===== config.mk =====
export PLATFORM = sky130hd
export DESIGN_NAME = roman_numeral_checker_converter
export DESIGN_NICKNAME = d
export VERILOG_FILES = /design/src/rnc_pkg.sv /design/src/roman_numeral_checker_converter.sv /design/src/rnc_in_stage.sv /design/src/rnc_scan.sv /design/src/rnc_out_stage.sv
export SDC_FILE = /design/constraint.sdc
export NUM_CORES = 1
export LEC_CHECK = 0
export BUFFER_PORTS_ARGS = -buffer_cell sky130_fd_sc_hd__buf_4
export CORE_MARGIN = 5
export CORE_UTILIZATION = 45
export DETAILED_ROUTE_END_ITERATION = 8
export SYNTH_ARGS = -nofsm -noshare
export SYNTH_HDL_FRONTEND = slang
export SYNTH_SLANG_ARGS = --single-unit
export TNS_END_PERCENT = 30

===== constraint.sdc =====
create_clock -name i_clk -period 7.3 [get_ports i_clk]
set_input_delay 1.46 -clock i_clk [delete_from_list [all_inputs] [get_ports i_clk]]
set_output_delay 1.46 -clock i_clk [all_outputs]
set_load 0.03 [all_outputs]

===== src/rnc_pkg.sv =====
package rnc_pkg;

    localparam int MAX_LEN   = 15;
    localparam int VALUE_MAX = 3999;
    localparam int TOTAL_MAX = 16383;
    localparam int CNT_MAX   = 31;
    localparam int RUN_MAX   = 7;
    localparam int RUN_LIMIT = 3;

    typedef enum logic [2:0] {
        SYM_NONE = 3'd0,
        SYM_I    = 3'd1,
        SYM_V    = 3'd2,
        SYM_X    = 3'd3,
        SYM_L    = 3'd4,
        SYM_C    = 3'd5,
        SYM_D    = 3'd6,
        SYM_M    = 3'd7
    } t_sym;

    typedef enum logic [2:0] {
        ST_OK         = 3'd0,
        ST_BAD_LEN    = 3'd1,
        ST_BAD_CHAR   = 3'd2,
        ST_BAD_FORMAT = 3'd3,
        ST_RANGE      = 3'd4
    } t_status;

    typedef struct packed {
        logic [7:0] ch;
        logic       has_char;
        logic       last;
    } t_in;

    typedef struct packed {
        logic [11:0] value;
        t_status     status;
    } t_out;

    function automatic t_sym decode(input logic [7:0] c);
        t_sym s;
        unique case (c)
            8'h49:   s = SYM_I;
            8'h56:   s = SYM_V;
            8'h58:   s = SYM_X;
            8'h4C:   s = SYM_L;
            8'h43:   s = SYM_C;
            8'h44:   s = SYM_D;
            8'h4D:   s = SYM_M;
            default: s = SYM_NONE;
        endcase
        return s;
    endfunction

    function automatic logic [9:0] sym_value(input t_sym s);
        logic [9:0] v;
        unique case (s)
            SYM_I:   v = 10'd1;
            SYM_V:   v = 10'd5;
            SYM_X:   v = 10'd10;
            SYM_L:   v = 10'd50;
            SYM_C:   v = 10'd100;
            SYM_D:   v = 10'd500;
            SYM_M:   v = 10'd1000;
            default: v = 10'd0;
        endcase
        return v;
    endfunction

    function automatic logic may_precede(input t_sym p, input t_sym c);
        logic ok;
        unique case (p)
            SYM_I:   ok = (c == SYM_V) || (c == SYM_X);
            SYM_X:   ok = (c == SYM_L) || (c == SYM_C);
            SYM_C:   ok = (c == SYM_D) || (c == SYM_M);
            default: ok = 1'b0;
        endcase
        return ok;
    endfunction

endpackage


===== src/roman_numeral_checker_converter.sv =====
// The last character passes through the input register; o_valid rises when its result
// loads into the result register, and the result transfers from there once i_stall is low.
// Throughput: one character per cycle; the single-pass update sits between
// the input register and the result register.
// A held result only blocks the pipe when the next item also ends a numeral.
// Reset (i_rst_n low, synchronous) empties both registers and clears the scan state.
module roman_numeral_checker_converter (
    input  logic          i_clk,
    input  logic          i_rst_n,
    input  logic          i_valid,
    output logic          o_stall,
    input  rnc_pkg::t_in  i_item,
    output logic          o_valid,
    input  logic          i_stall,
    output rnc_pkg::t_out o_item
);

    logic          in_vld;
    rnc_pkg::t_in  in_item;
    logic          out_busy;
    logic          advance;
    logic          step;
    rnc_pkg::t_out res;

    assign advance = !in_item.last || !out_busy;
    assign step    = in_vld && advance;

    rnc_in_stage u_in (
        .i_clk     (i_clk),
        .i_rst_n   (i_rst_n),
        .i_valid   (i_valid),
        .o_stall   (o_stall),
        .i_item    (i_item),
        .i_advance (advance),
        .o_vld     (in_vld),
        .o_item    (in_item)
    );

    rnc_scan u_scan (
        .i_clk   (i_clk),
        .i_rst_n (i_rst_n),
        .i_step  (step),
        .i_item  (in_item),
        .o_res   (res)
    );

    rnc_out_stage u_out (
        .i_clk   (i_clk),
        .i_rst_n (i_rst_n),
        .i_load  (step && in_item.last),
        .i_res   (res),
        .i_stall (i_stall),
        .o_busy  (out_busy),
        .o_valid (o_valid),
        .o_item  (o_item)
    );

    a_ok_has_value: assert property (@(posedge i_clk) disable iff (!i_rst_n)
        o_valid && o_item.status == rnc_pkg::ST_OK |-> o_item.value != 12'd0)
        else $error("accepted numeral with zero value");

    a_err_zero_value: assert property (@(posedge i_clk) disable iff (!i_rst_n)
        o_valid && o_item.status != rnc_pkg::ST_OK |-> o_item.value == 12'd0)
        else $error("rejected numeral carries a value");

endmodule


===== src/rnc_in_stage.sv =====
module rnc_in_stage (
    input  logic          i_clk,
    input  logic          i_rst_n,
    input  logic          i_valid,
    output logic          o_stall,
    input  rnc_pkg::t_in  i_item,
    input  logic          i_advance,
    output logic          o_vld,
    output rnc_pkg::t_in  o_item
);

    logic         r_vld;
    rnc_pkg::t_in r_item;

    assign o_stall = r_vld && !i_advance;
    assign o_vld   = r_vld;
    assign o_item  = r_item;

    always_ff @(posedge i_clk) begin
        if (!i_rst_n) begin
            r_vld <= 1'b0;
        end else if (!o_stall) begin
            r_vld <= i_valid;
        end
    end

    always_ff @(posedge i_clk) begin
        if (!o_stall && i_valid) begin
            r_item <= i_item;
        end
    end

endmodule


===== src/rnc_scan.sv =====
module rnc_scan (
    input  logic          i_clk,
    input  logic          i_rst_n,
    input  logic          i_step,
    input  rnc_pkg::t_in  i_item,
    output rnc_pkg::t_out o_res
);

    logic [4:0]     r_cnt,   n_cnt;
    logic           r_long,  n_long;
    rnc_pkg::t_sym  r_prev,  n_prev;
    rnc_pkg::t_sym  r_pprev, n_pprev;
    rnc_pkg::t_sym  r_pend,  n_pend;
    logic [2:0]     r_run,   n_run;
    logic           r_cerr,  n_cerr;
    logic           r_ferr,  n_ferr;
    logic [13:0]    r_total, n_total;

    rnc_pkg::t_sym  sym;
    logic [9:0]     v_cur;
    logic [9:0]     v_prev;
    logic [9:0]     v_pend;
    logic [9:0]     add_v;
    logic [14:0]    sum_a;
    logic [13:0]    tot_a;
    logic [14:0]    sum_f;
    logic [13:0]    tot_f;

    assign sym    = rnc_pkg::decode(i_item.ch);
    assign v_cur  = rnc_pkg::sym_value(sym);
    assign v_prev = rnc_pkg::sym_value(r_prev);
    assign v_pend = rnc_pkg::sym_value(r_pend);

    always_comb begin
        n_cnt   = r_cnt;
        n_long  = r_long;
        n_prev  = r_prev;
        n_pprev = r_pprev;
        n_pend  = r_pend;
        n_run   = r_run;
        n_cerr  = r_cerr;
        n_ferr  = r_ferr;
        add_v   = '0;

        if (i_item.has_char) begin
            if (r_cnt == 5'(rnc_pkg::CNT_MAX)) begin
                n_long = 1'b1;
            end else begin
                n_cnt = r_cnt + 5'd1;
            end
            if (sym == rnc_pkg::SYM_NONE) begin
                n_cerr  = 1'b1;
                n_pprev = r_prev;
                n_prev  = rnc_pkg::SYM_NONE;
            end else begin
                n_run = 3'd1;
                if (r_prev != rnc_pkg::SYM_NONE) begin
                    if (v_prev < v_cur) begin
                        if (!rnc_pkg::may_precede(r_prev, sym)) begin
                            n_ferr = 1'b1;
                        end
                    end else if (v_prev > v_cur && r_pprev != rnc_pkg::SYM_NONE
                                 && r_pprev == sym) begin
                        n_ferr = 1'b1;
                    end
                    if (r_prev == sym) begin
                        if (sym == rnc_pkg::SYM_I || sym == rnc_pkg::SYM_X ||
                            sym == rnc_pkg::SYM_C || sym == rnc_pkg::SYM_M) begin
                            n_run = (r_run < 3'(rnc_pkg::RUN_MAX)) ? r_run + 3'd1 : r_run;
                            if (n_run > 3'(rnc_pkg::RUN_LIMIT)) begin
                                n_ferr = 1'b1;
                            end
                        end else begin
                            n_run  = r_run;
                            n_ferr = 1'b1;
                        end
                    end
                end
                if (r_pend == rnc_pkg::SYM_NONE) begin
                    n_pend = sym;
                end else if (v_pend < v_cur) begin
                    add_v  = v_cur - v_pend;
                    n_pend = rnc_pkg::SYM_NONE;
                end else begin
                    add_v  = v_pend;
                    n_pend = sym;
                end
                n_pprev = r_prev;
                n_prev  = sym;
            end
        end
    end

    // saturating accumulate, then the flush of a pending symbol at end of numeral
    assign sum_a = {1'b0, r_total} + 15'(add_v);
    assign tot_a = (sum_a > 15'(rnc_pkg::TOTAL_MAX)) ? 14'(rnc_pkg::TOTAL_MAX) : sum_a[13:0];
    assign sum_f = {1'b0, tot_a} + 15'(rnc_pkg::sym_value(n_pend));
    assign tot_f = (sum_f > 15'(rnc_pkg::TOTAL_MAX)) ? 14'(rnc_pkg::TOTAL_MAX) : sum_f[13:0];
    assign n_total = tot_a;

    always_comb begin
        o_res.value  = '0;
        o_res.status = rnc_pkg::ST_OK;
        if (n_cnt == 5'd0 || n_long || n_cnt > 5'(rnc_pkg::MAX_LEN)) begin
            o_res.status = rnc_pkg::ST_BAD_LEN;
        end else if (n_cerr) begin
            o_res.status = rnc_pkg::ST_BAD_CHAR;
        end else if (n_ferr) begin
            o_res.status = rnc_pkg::ST_BAD_FORMAT;
        end else if (tot_f == 14'd0 || tot_f > 14'(rnc_pkg::VALUE_MAX)) begin
            o_res.status = rnc_pkg::ST_RANGE;
        end else begin
            o_res.value = tot_f[11:0];
        end
    end

    always_ff @(posedge i_clk) begin
        if (!i_rst_n || (i_step && i_item.last)) begin
            r_cnt   <= '0;
            r_long  <= 1'b0;
            r_prev  <= rnc_pkg::SYM_NONE;
            r_pprev <= rnc_pkg::SYM_NONE;
            r_pend  <= rnc_pkg::SYM_NONE;
            r_run   <= 3'd1;
            r_cerr  <= 1'b0;
            r_ferr  <= 1'b0;
            r_total <= '0;
        end else if (i_step) begin
            r_cnt   <= n_cnt;
            r_long  <= n_long;
            r_prev  <= n_prev;
            r_pprev <= n_pprev;
            r_pend  <= n_pend;
            r_run   <= n_run;
            r_cerr  <= n_cerr;
            r_ferr  <= n_ferr;
            r_total <= n_total;
        end
    end

    a_run_nonzero: assert property (@(posedge i_clk) disable iff (!i_rst_n)
        r_run != 3'd0)
        else $error("run length is zero");

    a_clear_after_last: assert property (@(posedge i_clk) disable iff (!i_rst_n)
        i_step && i_item.last |=> r_cnt == 5'd0 && r_total == 14'd0 &&
        r_pend == rnc_pkg::SYM_NONE)
        else $error("state not cleared after end of numeral");

endmodule


===== src/rnc_out_stage.sv =====
module rnc_out_stage (
    input  logic          i_clk,
    input  logic          i_rst_n,
    input  logic          i_load,
    input  rnc_pkg::t_out i_res,
    input  logic          i_stall,
    output logic          o_busy,
    output logic          o_valid,
    output rnc_pkg::t_out o_item
);

    logic          r_vld;
    rnc_pkg::t_out r_item;

    assign o_busy  = r_vld && i_stall;
    assign o_valid = r_vld;
    assign o_item  = r_item;

    always_ff @(posedge i_clk) begin
        if (!i_rst_n) begin
            r_vld <= 1'b0;
        end else if (i_load) begin
            r_vld <= 1'b1;
        end else if (!i_stall) begin
            r_vld <= 1'b0;
        end
    end

    always_ff @(posedge i_clk) begin
        if (i_load) begin
            r_item <= i_res;
        end
    end

endmodule


==> results of run 1 <==
==> layout make-up <==
type	instances	area, sq um
fill	1054	4650
multi-input combinational	534	3850
sequential	61	1470
timing repair buffer	101	843
clock buffer	10	229
tap	143	179
inverter	41	156
clock inverter	6	38.8
==> layer usage <==
| metal | wire length [um] | global-route usage | up-vias |
|---|---|---|---|
| met5 | 0 | 0 | - |
| met1 | 6500 | 0.253 | 2498 |
| met3 | 477 | 0.0365 | 29 |
| met4 | 363 | 0.0774 | 0 |
| li1 | - | - | 2588 |
| met2 | 7170 | 0.335 | 111 |
==> power by group through the flow <==
stage | Sequential, mW | Combinational (mW) | Clock [mW]
floorplan | 0.382 | 0.149 | 0
global placement | 0.383 | 0.210 | 0
detailed placement | 0.384 | 0.211 | 0
CTS | 0.377 | 0.215 | 0.396
global route | 0.378 | 0.286 | 0.415
finish | 0.377 | 0.264 | 0.387
==> synth_stat cells (6+ instances only) <==
cell type  count  area, sq um
mux2i_1       11          110
nor3_1        27          135
nand2_1       55          206
xnor2_1       15          131
and2_1         6         37.5
and3_1         7         43.8
a211oi_1      12         90.1
clkbuf_1      24         90.1
o21a_1        11         82.6
a21o_1        15          113
inv_1         41          154
dfxtp_1       36          721
nand3_1       14         70.1
o211ai_1      10         75.1
xor2_1         8         70.1
or2_2          7         43.8
nand2b_1      10         62.6
edfxtp_1      25          751
nor4_1        14         87.6
nor2b_1       15         93.8
a21oi_1       45          225
ha_1          40          500
o21ai_0       28          140
nor2_1        87          327
==> final timing paths <==
path | slack [ns] | to | cells after the start
max | -0.03 | u_out.o_item[13]$_SDFFCE_PP0P_ | 34
min | 0.47 | u_scan.r_cerr$_SDFFE_PP0P_ | 2
max reg2reg | -0.03 | u_out.o_item[13]$_SDFFCE_PP0P_ | 34
min reg2reg | 0.47 | u_scan.r_cerr$_SDFFE_PP0P_ | 2
==> repair_timing <==
action / 4_1_cts / 5_1_grt
setup buffers: 3 / 15
gates resized for setup: 10 / 56
endpoints found under the setup margin: 13 / 13
endpoints found under the hold margin: 0 / 0
pin swaps: 4 / 24
cloned: 0 / 3
==> cell families after synthesis <==
family	count (synthesis)	share of synthesized area
AO/OA/AOI/OAI	179	0.231
XOR/XNOR	24	0.0414
adder cells (fa/ha/maj)	43	0.107
buffers and inverters	69	0.0512
flip-flops	61	0.280
multiplexers	16	0.0338
AND/OR/NAND/NOR	272	0.256
==> worst reg2reg max path: cells and delay by family, from the launching register on <==
kind	cells	cell delay (ns)
AOI/OAI and AO/OA	12	2.47
and+or+nand+nor	12	2.19
adders and majority gates	5	1.22
buffers and inverters	4	0.50
DFF	1	0.45
muxes	1	0.24
==> sequential cells by signal, summed over array words and instances, names as in the netlist <==
name	flops
u_in.o_vld	1
u_scan.r_total	14
u_scan.r_pend	3
u_out.o_item	15
u_scan.r_cnt	5
u_scan.r_pprev	3
u_in.o_item	10
u_scan.r_long	1
u_scan.r_prev	3
u_out.o_valid	1
u_scan.r_ferr	1
u_scan.r_cerr	1
u_scan.r_run	3
==> impl_metrics.yaml, run 1 <==
critical_path:
  reg2reg_from: "u_in.o_item[4]$_DFFE_PP_"
  crit_buf_inv: 4
  cp_top_family: "compound AO/OA/AOI/OAI gates"
  cp.arrival_ns: 7.39
  crit_fanout: 6
  crit_path_end_kind: "register"
  critPathMaxStageDelay_ns: 0.49
  crit_slowest_cell: "or4_1"
  cp.required_ns: 7.37
  path_class: "reg2reg"
  startpoint_type: "register"
  crit_start: "u_in.o_item[4]$_DFFE_PP_"
timing:
  hold_viol_final: 0
  fin_crit_sh: 1.00
  worst_clock_skew_ns: 0.00803
  final.setup.tns_ns: -0.0967
  rsz0062_at_grt: "yes"
  max_slew_margin: 0.471
  fmax_mhz: 137
  finalMaxSlewViolations: 0
  setup_viol: 5
  max_slew.worst_pin.slew_ns: 0.792
  fin_ws_ns: -0.0254
  hold_slack_ns: 0.468
  period_minus_slack_ns: 7.33
clocking:
  ctsHoldBuffers: 0
  cts-root-buf: "clkbuf_16"
  cts_tree: "done"
  clock_latency_ns: 0.34
  cts_max_level: 3
  cts.path.max_buffers: 2
  cts_sinks: 61
  numCtsBuffers: 9
  clk_pin_slew_ns: 0.05
floorplan:
  io_pins: 31
  die_w_um: 118
  dieHeight_um: 118
  dieArea_sq_um: 13900
  core-area_sq_um: 11400
  start_util: 0.460
  rows: 39
layout:
  final_net_count: 805
  area_growth_pct: 28.7
  drive_gt1_frac: 0.255
  stdcell_count: 896
  post-route-util: 0.593
  layout_commonest_cell: "buf_4"
  final_area_sq_um: 6770
  final_cell_mix: "94 x buf_4, 84 x nor2_1, 50 x nand2_1"
  antenna_cells: 0
run_status:
  violations: "negative setup slack"
  status: "finished, violations left"
power_and_ir_drop:
  total_power_mw: 1.03
  p_leak_nw: 2.86
  power_density_nw_per_um2: 152
  switching_power_mw: 0.305
  ir_drop_uv: 169
  pwr-share-comb: 0.257
  intPower_mw: 0.722
  swShare: 0.297
  pwr-share-clk: 0.376
  p_seq_frac: 0.367
synthesis:
  mappedNetlistNets: 721
  seq_area_frac_synth: 0.280
  syn_area_per_cell_sq_um: 7.92
  async_reset_ff_frac: 0
  synth-edff-count: 25
  syn_inst: 664
  ys_ff_latch: 61
  syn-cell-area_sq_um: 5260
  synth_top_flop_cell: "dfxtp_1"
  yosys_warnings: 0
  synthDistinctLibCells: 75
drt:
  ant_nets: 0
  remaining_drc_errors: 0
  firstDrtPassIters: 5
  vias: 5226
  drt_iter0_drc: 266
  avgViaCountPerCell: 5.83
  drt_wl_total_um: 14500
  avgRoutedWirePerCell_um: 16.2
flow_run:
  cap_violations: 0
grt:
  overflow: 0
  grt_first_pass_wirelength_um: 23100
  antenna_found_initial: 0
  grt_pass1_vias: 4875
  grtUsageTotal: 0.200
  grt_max_degree: 29
placement:
  place_ws_ns: -0.165
  place.gp.congestion: 0.879
  postPlaceCellArea_sq_um: 6000
  dp_hpwl_um: 10700
  dpl.cell_count: 860
  io_buffers: 30
hold_path:
  hp-start: "u_scan.r_cerr$_SDFFE_PP0P_"
  min_path_type: "reg2reg"
(Power assumes the default switching activity.)
==> run 2: changes to the inputs <==
ABC_AREA = 1   (was unset)
SETUP_SLACK_MARGIN = 0.3   (was unset)
==> run 2 against run 1 <==
Effect of this change: the flow now finishes without violations; non-clock buffer count shrank 26; final cell count increased by 16%; clock power is 11% higher; combinational power grew 3%; critical path depth rose by 14; clock skew rose by 0.0020 ns; worst setup slack better by 0.62 ns; global-route usage down 0.66 points; critical endpoint is now u_out.o_item[6]$_SDFFCE_PP0P_.
==> impl_metrics.yaml, run 2 <==
critical_path:
  crit_path_end_kind: "register"
  crit_buf_inv: 10
  path_class: "reg2reg"
  r2r_slack_ns: 0.59
  cp.required_ns: 7.39
  startpoint_type: "register"
  crit_path_frequent_cell: "nor2_2"
  cp.arrival_ns: 6.79
  reg2reg_to: "u_out.o_item[6]$_SDFFCE_PP0P_"
  crit_slowest_cell: "edfxtp_1"
  crit_fanout: 7
  cp_top_family: "simple AND/OR/NAND/NOR gates"
  critPathMaxStageDelay_ns: 0.46
  reg2reg_from: "u_in.o_item[2]$_DFFE_PP_"
  r2r_cells: 48
grt:
  overflow: 0
  antenna_found_initial: 0
  grt_max_degree: 25
  grt_first_pass_wirelength_um: 22600
  grtUsageTotal: 0.193
  grt_pass1_vias: 4875
synthesis:
  synth_top_flop_cell: "dfxtp_1"
  ys_ff_latch: 61
  seq_area_frac_synth: 0.271
  mappedNetlistNets: 874
  synth_most_common_cell: "nand2_1"
  yosys_warnings: 0
  synthTopCellsByArea: "edfxtp_1 14%, dfxtp_1 13%, nand2_1 12%"
  yosys-top-cells-count: "179 x nand2_1, 132 x inv_1, 106 x nor2_1"
  yosys.area.top_type_share: 0.138
  synthDistinctLibCells: 48
  yosysTopAreaCell: "edfxtp_1"
  syn_inst: 817
  synth-edff-count: 25
  syn-cell-area_sq_um: 5430
  syn_area_per_cell_sq_um: 6.65
  async_reset_ff_frac: 0
drt:
  drt_wl_total_um: 13900
  avgViaCountPerCell: 5.11
  firstDrtPassIters: 5
  vias: 5323
  drt_iter0_drc: 445
  ant_nets: 0
  avgRoutedWirePerCell_um: 13.4
  remaining_drc_errors: 0
power_and_ir_drop:
  total_power_mw: 1.09
  swShare: 0.306
  pwr-share-clk: 0.393
  power_density_nw_per_um2: 161
  pwr-share-comb: 0.251
  p_seq_frac: 0.356
  intPower_mw: 0.756
  switching_power_mw: 0.333
  ir_drop_uv: 94.6
  p_leak_nw: 3.40
floorplan:
  core-area_sq_um: 11900
  die_w_um: 120
  dieArea_sq_um: 14400
  io_pins: 31
  dieHeight_um: 120
  start_util: 0.456
  rows: 40
layout:
  stdcell_count: 1041
  largest_register_ffs: 15
  final_net_count: 946
  final_cell_mix: "165 x nand2_1, 124 x inv_1, 94 x nor2_1"
  drive_gt1_frac: 0.252
  layout_commonest_cell: "nand2_1"
  antenna_cells: 0
  area_growth_pct: 24.2
  final_area_sq_um: 6750
clocking:
  clk_pin_slew_ns: 0.05
  cts_sinks: 61
  numCtsBuffers: 9
  cts_tree: "done"
  clock_latency_ns: 0.34
  cts-root-buf: "clkbuf_16"
  cts_max_level: 3
  ctsHoldBuffers: 0
  cts.path.max_buffers: 2
hold_path:
  hold_path_end: "u_scan.r_cerr$_SDFFE_PP0P_"
  hp-start: "u_scan.r_cerr$_SDFFE_PP0P_"
  min_path_type: "reg2reg"
  hold_depth: 2
placement:
  dpl.cell_count: 981
  postPlaceCellArea_sq_um: 5790
  io_buffers: 30
  place.gp.congestion: 0.904
  dp_hpwl_um: 10300
run_status:
  status: "finished, final reports clean"
timing:
  max_slew_margin: 0.365
  hold_slack_ns: 0.464
  max_slew.worst_pin.slew_ns: 0.949
  worst_clock_skew_ns: 0.0100
  setup_viol: 0
  fmax_mhz: 149
  hold_viol_final: 0
  fin_crit_sh: 0.919
  period_minus_slack_ns: 6.71
  final.setup.tns_ns: 0
  rsz0062_at_grt: "no"
  finalMaxSlewViolations: 0
flow_run:
  cap_violations: 0
run 2: cell types whose count changed in the layout (fill, tap and decap cells not counted), moves of 11 or more:
cell	delta
a21o_1	-14
buf_4	-23
inv_1	+87
inv_2	+11
mux2i_1	-11
nand2_1	+115
nand2_2	+22
nand3_1	+25
nor2_2	+25
nor2b_1	-13
nor3_1	-21
nor4_1	-11
o21ai_0	+13
run 2: power groups by stage:
stage | Combinational (mW) | Clock [mW] | Sequential, mW
2_1_floorplan | 0.164 | 0 | 0.395
3_3_place_gp | 0.211 | 0 | 0.393
3_5_place_dp | 0.214 | 0 | 0.394
4_1_cts | 0.222 | 0.433 | 0.387
5_1_grt | 0.305 | 0.449 | 0.389
6_report | 0.273 | 0.428 | 0.387
run 2: stage by stage:
stage	worst slack (ns)	util
2_1_floorplan	0.748	-
3_5_place_dp	0.0842	0.486
3_3_place_gp	0.261	0.486
5_1_grt	0.125	0.567
4_1_cts	0.306	0.516
6_report	0.591	0.567
run 2: worst max path at each step:
stage	cells after the start	slack (ns)	from	to
5_1_grt	47	0.13	u_in.o_item[2]$_DFFE_PP_	u_out.o_item[5]$_SDFFCE_PP0P_
6_report	48	0.59	u_in.o_item[2]$_DFFE_PP_	u_out.o_item[6]$_SDFFCE_PP0P_
4_1_cts	46	0.31	u_in.o_item[6]$_DFFE_PP_	u_out.o_item[3]$_SDFFCE_PP0P_
3_5_place_dp	46	0.08	u_in.o_item[2]$_DFFE_PP_	u_out.o_item[3]$_SDFFCE_PP0P_
2_1_floorplan	49	0.75	u_in.o_item[6]$_DFFE_PP_	u_out.o_item[5]$_SDFFCE_PP0P_
3_3_place_gp	46	0.26	u_in.o_item[2]$_DFFE_PP_	u_out.o_item[3]$_SDFFCE_PP0P_
run 2: layer usage:
| metal | GRT usage | wire, um |
|---|---|---|
| met2 | 0.315 | 6620 |
| met1 | 0.255 | 6420 |
| met3 | 0.0335 | 513 |
| met4 | 0.0730 | 348 |
| met5 | 0 | 0 |
run 2: cell type report:
cell class              count  area [sq um]
repair buffers             75           587
flip-flops and latches     61          1470
fillers                  1127          5160
clock inverters             4          47.5
clock buffers              12           246
inverters                 144           557
well taps                 147           184
multi-input cells         598          3660
run 2: timing repair:
item / in CTS / in global routing
pin swaps: 5 / 43
cloned: 1 / 0
gates resized for setup: 6 / 87
setup endpoints to repair: 12 / 13
buffers inserted: 3 / 40
run 2: logic make-up (layout without fill, tap and decap cells):
kind of cell	Yosys count	after routing	share of synthesized area
flops	61	61	0.271
compound gates	125	125	0.134
fa+ha+maj	43	43	0.103
xor+xnor	25	25	0.0417
simple gates	404	405	0.337
buf+inv	159	235	0.113
run 2: worst min-delay path, delay by kind of cell (launching register included):
| family | cells | cell delay (ns) |
|---|---|---|
| flip-flops | 1 | 0.32 |
| AO/OA/AOI/OAI | 1 | 0.04 |
| AND/OR/NAND/NOR | 1 | 0.07 |
==> run 3: changes to the inputs <==
--- a/config.mk
+++ b/config.mk
@@ -8,4 +8,5 @@
 export ABC_AREA = 1
 export BUFFER_PORTS_ARGS = -buffer_cell sky130_fd_sc_hd__buf_4
+export CORE_ASPECT_RATIO = 0.5
 export CORE_MARGIN = 5
 export CORE_UTILIZATION = 45
==> constraint.sdc (replaced) <==
create_clock -name i_clk -period 7.3 [get_ports i_clk]
set_input_delay 1.095 -clock i_clk [delete_from_list [all_inputs] [get_ports i_clk]]
set_output_delay 1.095 -clock i_clk [all_outputs]
set_load 0.03 [all_outputs]
==> run 3 against run 2 <==
Effect of this change: clock power decreased by 2%; final cell count increased by 0.48%; clock skew decreased by 0.0038 ns; register-to-register slack improved by 0.07 ns; sequential power about the same; core utilization increased by 0.28 points; critical path type unchanged.
==> impl_metrics.yaml, run 3 (synthesis results as in run 2) <==
hold_path:
  min_path_type: "reg2reg"
  hp-start: "u_scan.r_cerr$_SDFFE_PP0P_"
drt:
  vias: 5278
  drt_iter0_drc: 374
  drt_wl_total_um: 14300
  ant_nets: 0
  avgRoutedWirePerCell_um: 13.7
  remaining_drc_errors: 0
  firstDrtPassIters: 6
  avgViaCountPerCell: 5.05
clocking:
  cts_tree: "done"
  numCtsBuffers: 9
  cts_sinks: 61
  cts-root-buf: "clkbuf_16"
  cts.path.max_buffers: 2
  clk_pin_slew_ns: 0.06
  ctsHoldBuffers: 0
  cts_max_level: 3
  clock_latency_ns: 0.34
floorplan:
  core-area_sq_um: 11800
  dieHeight_um: 87.7
  io_pins: 31
  start_util: 0.460
  rows: 28
  die_w_um: 165
  dieArea_sq_um: 14500
layout:
  antenna_cells: 0
  final_net_count: 933
  final_cell_mix: "167 x nand2_1, 124 x inv_1, 95 x nor2_1"
  post-route-util: 0.569
  layout_commonest_cell: "nand2_1"
  area_growth_pct: 23.7
  final_area_sq_um: 6720
  drive_gt1_frac: 0.250
  largest_register_ffs: 15
timing:
  max_slew_margin: 0.313
  rsz0062_at_grt: "no"
  final.setup.tns_ns: 0
  worst_clock_skew_ns: 0.00620
  period_minus_slack_ns: 6.64
  fin_ws_ns: 0.665
  setup_viol: 0
  max_slew.worst_pin.slew_ns: 1.03
  fin_crit_sh: 0.909
  fmax_mhz: 151
  finalMaxSlewViolations: 0
  hold_viol_final: 0
power_and_ir_drop:
  intPower_mw: 0.725
  ir_drop_uv: 98.3
  p_seq_frac: 0.361
  pwr-share-clk: 0.393
  p_leak_nw: 3.32
  power_density_nw_per_um2: 159
  swShare: 0.324
  pwr-share-comb: 0.246
  switching_power_mw: 0.347
critical_path:
  crit_slowest_cell: "edfxtp_1"
  r2r_slack_ns: 0.66
  reg2reg_from: "u_in.o_item[6]$_DFFE_PP_"
  cp.required_ns: 7.39
  path_class: "reg2reg"
  crit_path_end_kind: "register"
  startpoint_type: "register"
  reg2reg_to: "u_out.o_item[14]$_SDFFCE_PP0P_"
  r2r_cells: 46
  crit_start: "u_in.o_item[6]$_DFFE_PP_"
  cp.arrival_ns: 6.72
  critPathMaxStageDelay_ns: 0.42
  endpoint: "u_out.o_item[14]$_SDFFCE_PP0P_"
  crit_fanout: 8
grt:
  grt_max_degree: 25
  grt_first_pass_wirelength_um: 21900
  overflow: 0
  grt_pass1_vias: 4718
  antenna_found_initial: 0
  grtUsageTotal: 0.189
placement:
  place_ws_ns: 0.0868
  dp_hpwl_um: 10400
  postPlaceCellArea_sq_um: 5800
  place.gp.congestion: 0.876
  io_buffers: 30
flow_run:
  cap_violations: 0
run_status:
  status: "finished, final reports clean"
==> run 3: worst min-delay path by stage <==
stage / end / slack (ns) / cells past startpoint
2_1_floorplan: u_scan.r_cerr$_SDFFE_PP0P_ / 0.44 / 2
3_3_place_gp: u_scan.r_cerr$_SDFFE_PP0P_ / 0.45 / 2
3_5_place_dp: u_scan.r_cerr$_SDFFE_PP0P_ / 0.47 / 2
4_1_cts: u_scan.r_cerr$_SDFFE_PP0P_ / 0.47 / 2
5_1_grt: u_scan.r_long$_SDFFE_PP0P_ / 0.50 / 2
6_report: u_scan.r_cerr$_SDFFE_PP0P_ / 0.48 / 2
==> run 3: metal layers <==
layer / share of wire / track usage / vias up / wire [um]
met4: 0.0087 / 0.0434 / 0 / 125
met5: 0 / 0 / - / 0
met1: 0.49 / 0.260 / 2448 / 7070
li1: - / - / 2720 / -
met2: 0.46 / 0.308 / 97 / 6560
met3: 0.040 / 0.0404 / 13 / 568
==> run 3: cell type report <==
class / instances / area, sq um
Clock buffer: 10 / 250
Clock inverter: 6 / 42.5
Fill cell: 1133 / 5080
Inverter: 144 / 548
Multi-Input combinational cell: 598 / 3730
Sequential cell: 61 / 1470
Tap cell: 165 / 206
Timing Repair Buffer: 62 / 473
==> run 3: worst max-delay path, delay by kind of cell, from the launching register on <==
family          cells  cell delay, ns
simple gates       28            3.25
xor+xnor            1            0.16
compound gates      3            0.43
flops               1            0.42
buf+inv             9            0.77
fa+ha+maj           5            1.33
==> run 3: repair_timing <==
action                     CTS  global route
setup endpoints to repair   12            13
gates cloned                 1             0
pin swaps                    6            43
buffers inserted             6            25
hold endpoints to repair     0             0
resized for setup            6            89
==> run 3: metrics by stage <==
step           hold slack [ns]  std cells  power [mW]
2_1_floorplan            0.438        817       0.559
3_3_place_gp             0.449        998       0.607
3_5_place_dp             0.465        998       0.608
4_1_cts                  0.473       1021        1.04
5_1_grt                  0.497       1046        1.12
6_report                 0.477       1046        1.07
==> run 3: power by group through the flow <==
stage | registers [mW] | clock network [mW] | logic, mW
2_1_floorplan | 0.395 | 0 | 0.164
3_3_place_gp | 0.393 | 0 | 0.214
3_5_place_dp | 0.393 | 0 | 0.215
4_1_cts | 0.386 | 0.425 | 0.229
5_1_grt | 0.389 | 0.441 | 0.291
6_report | 0.387 | 0.421 | 0.263
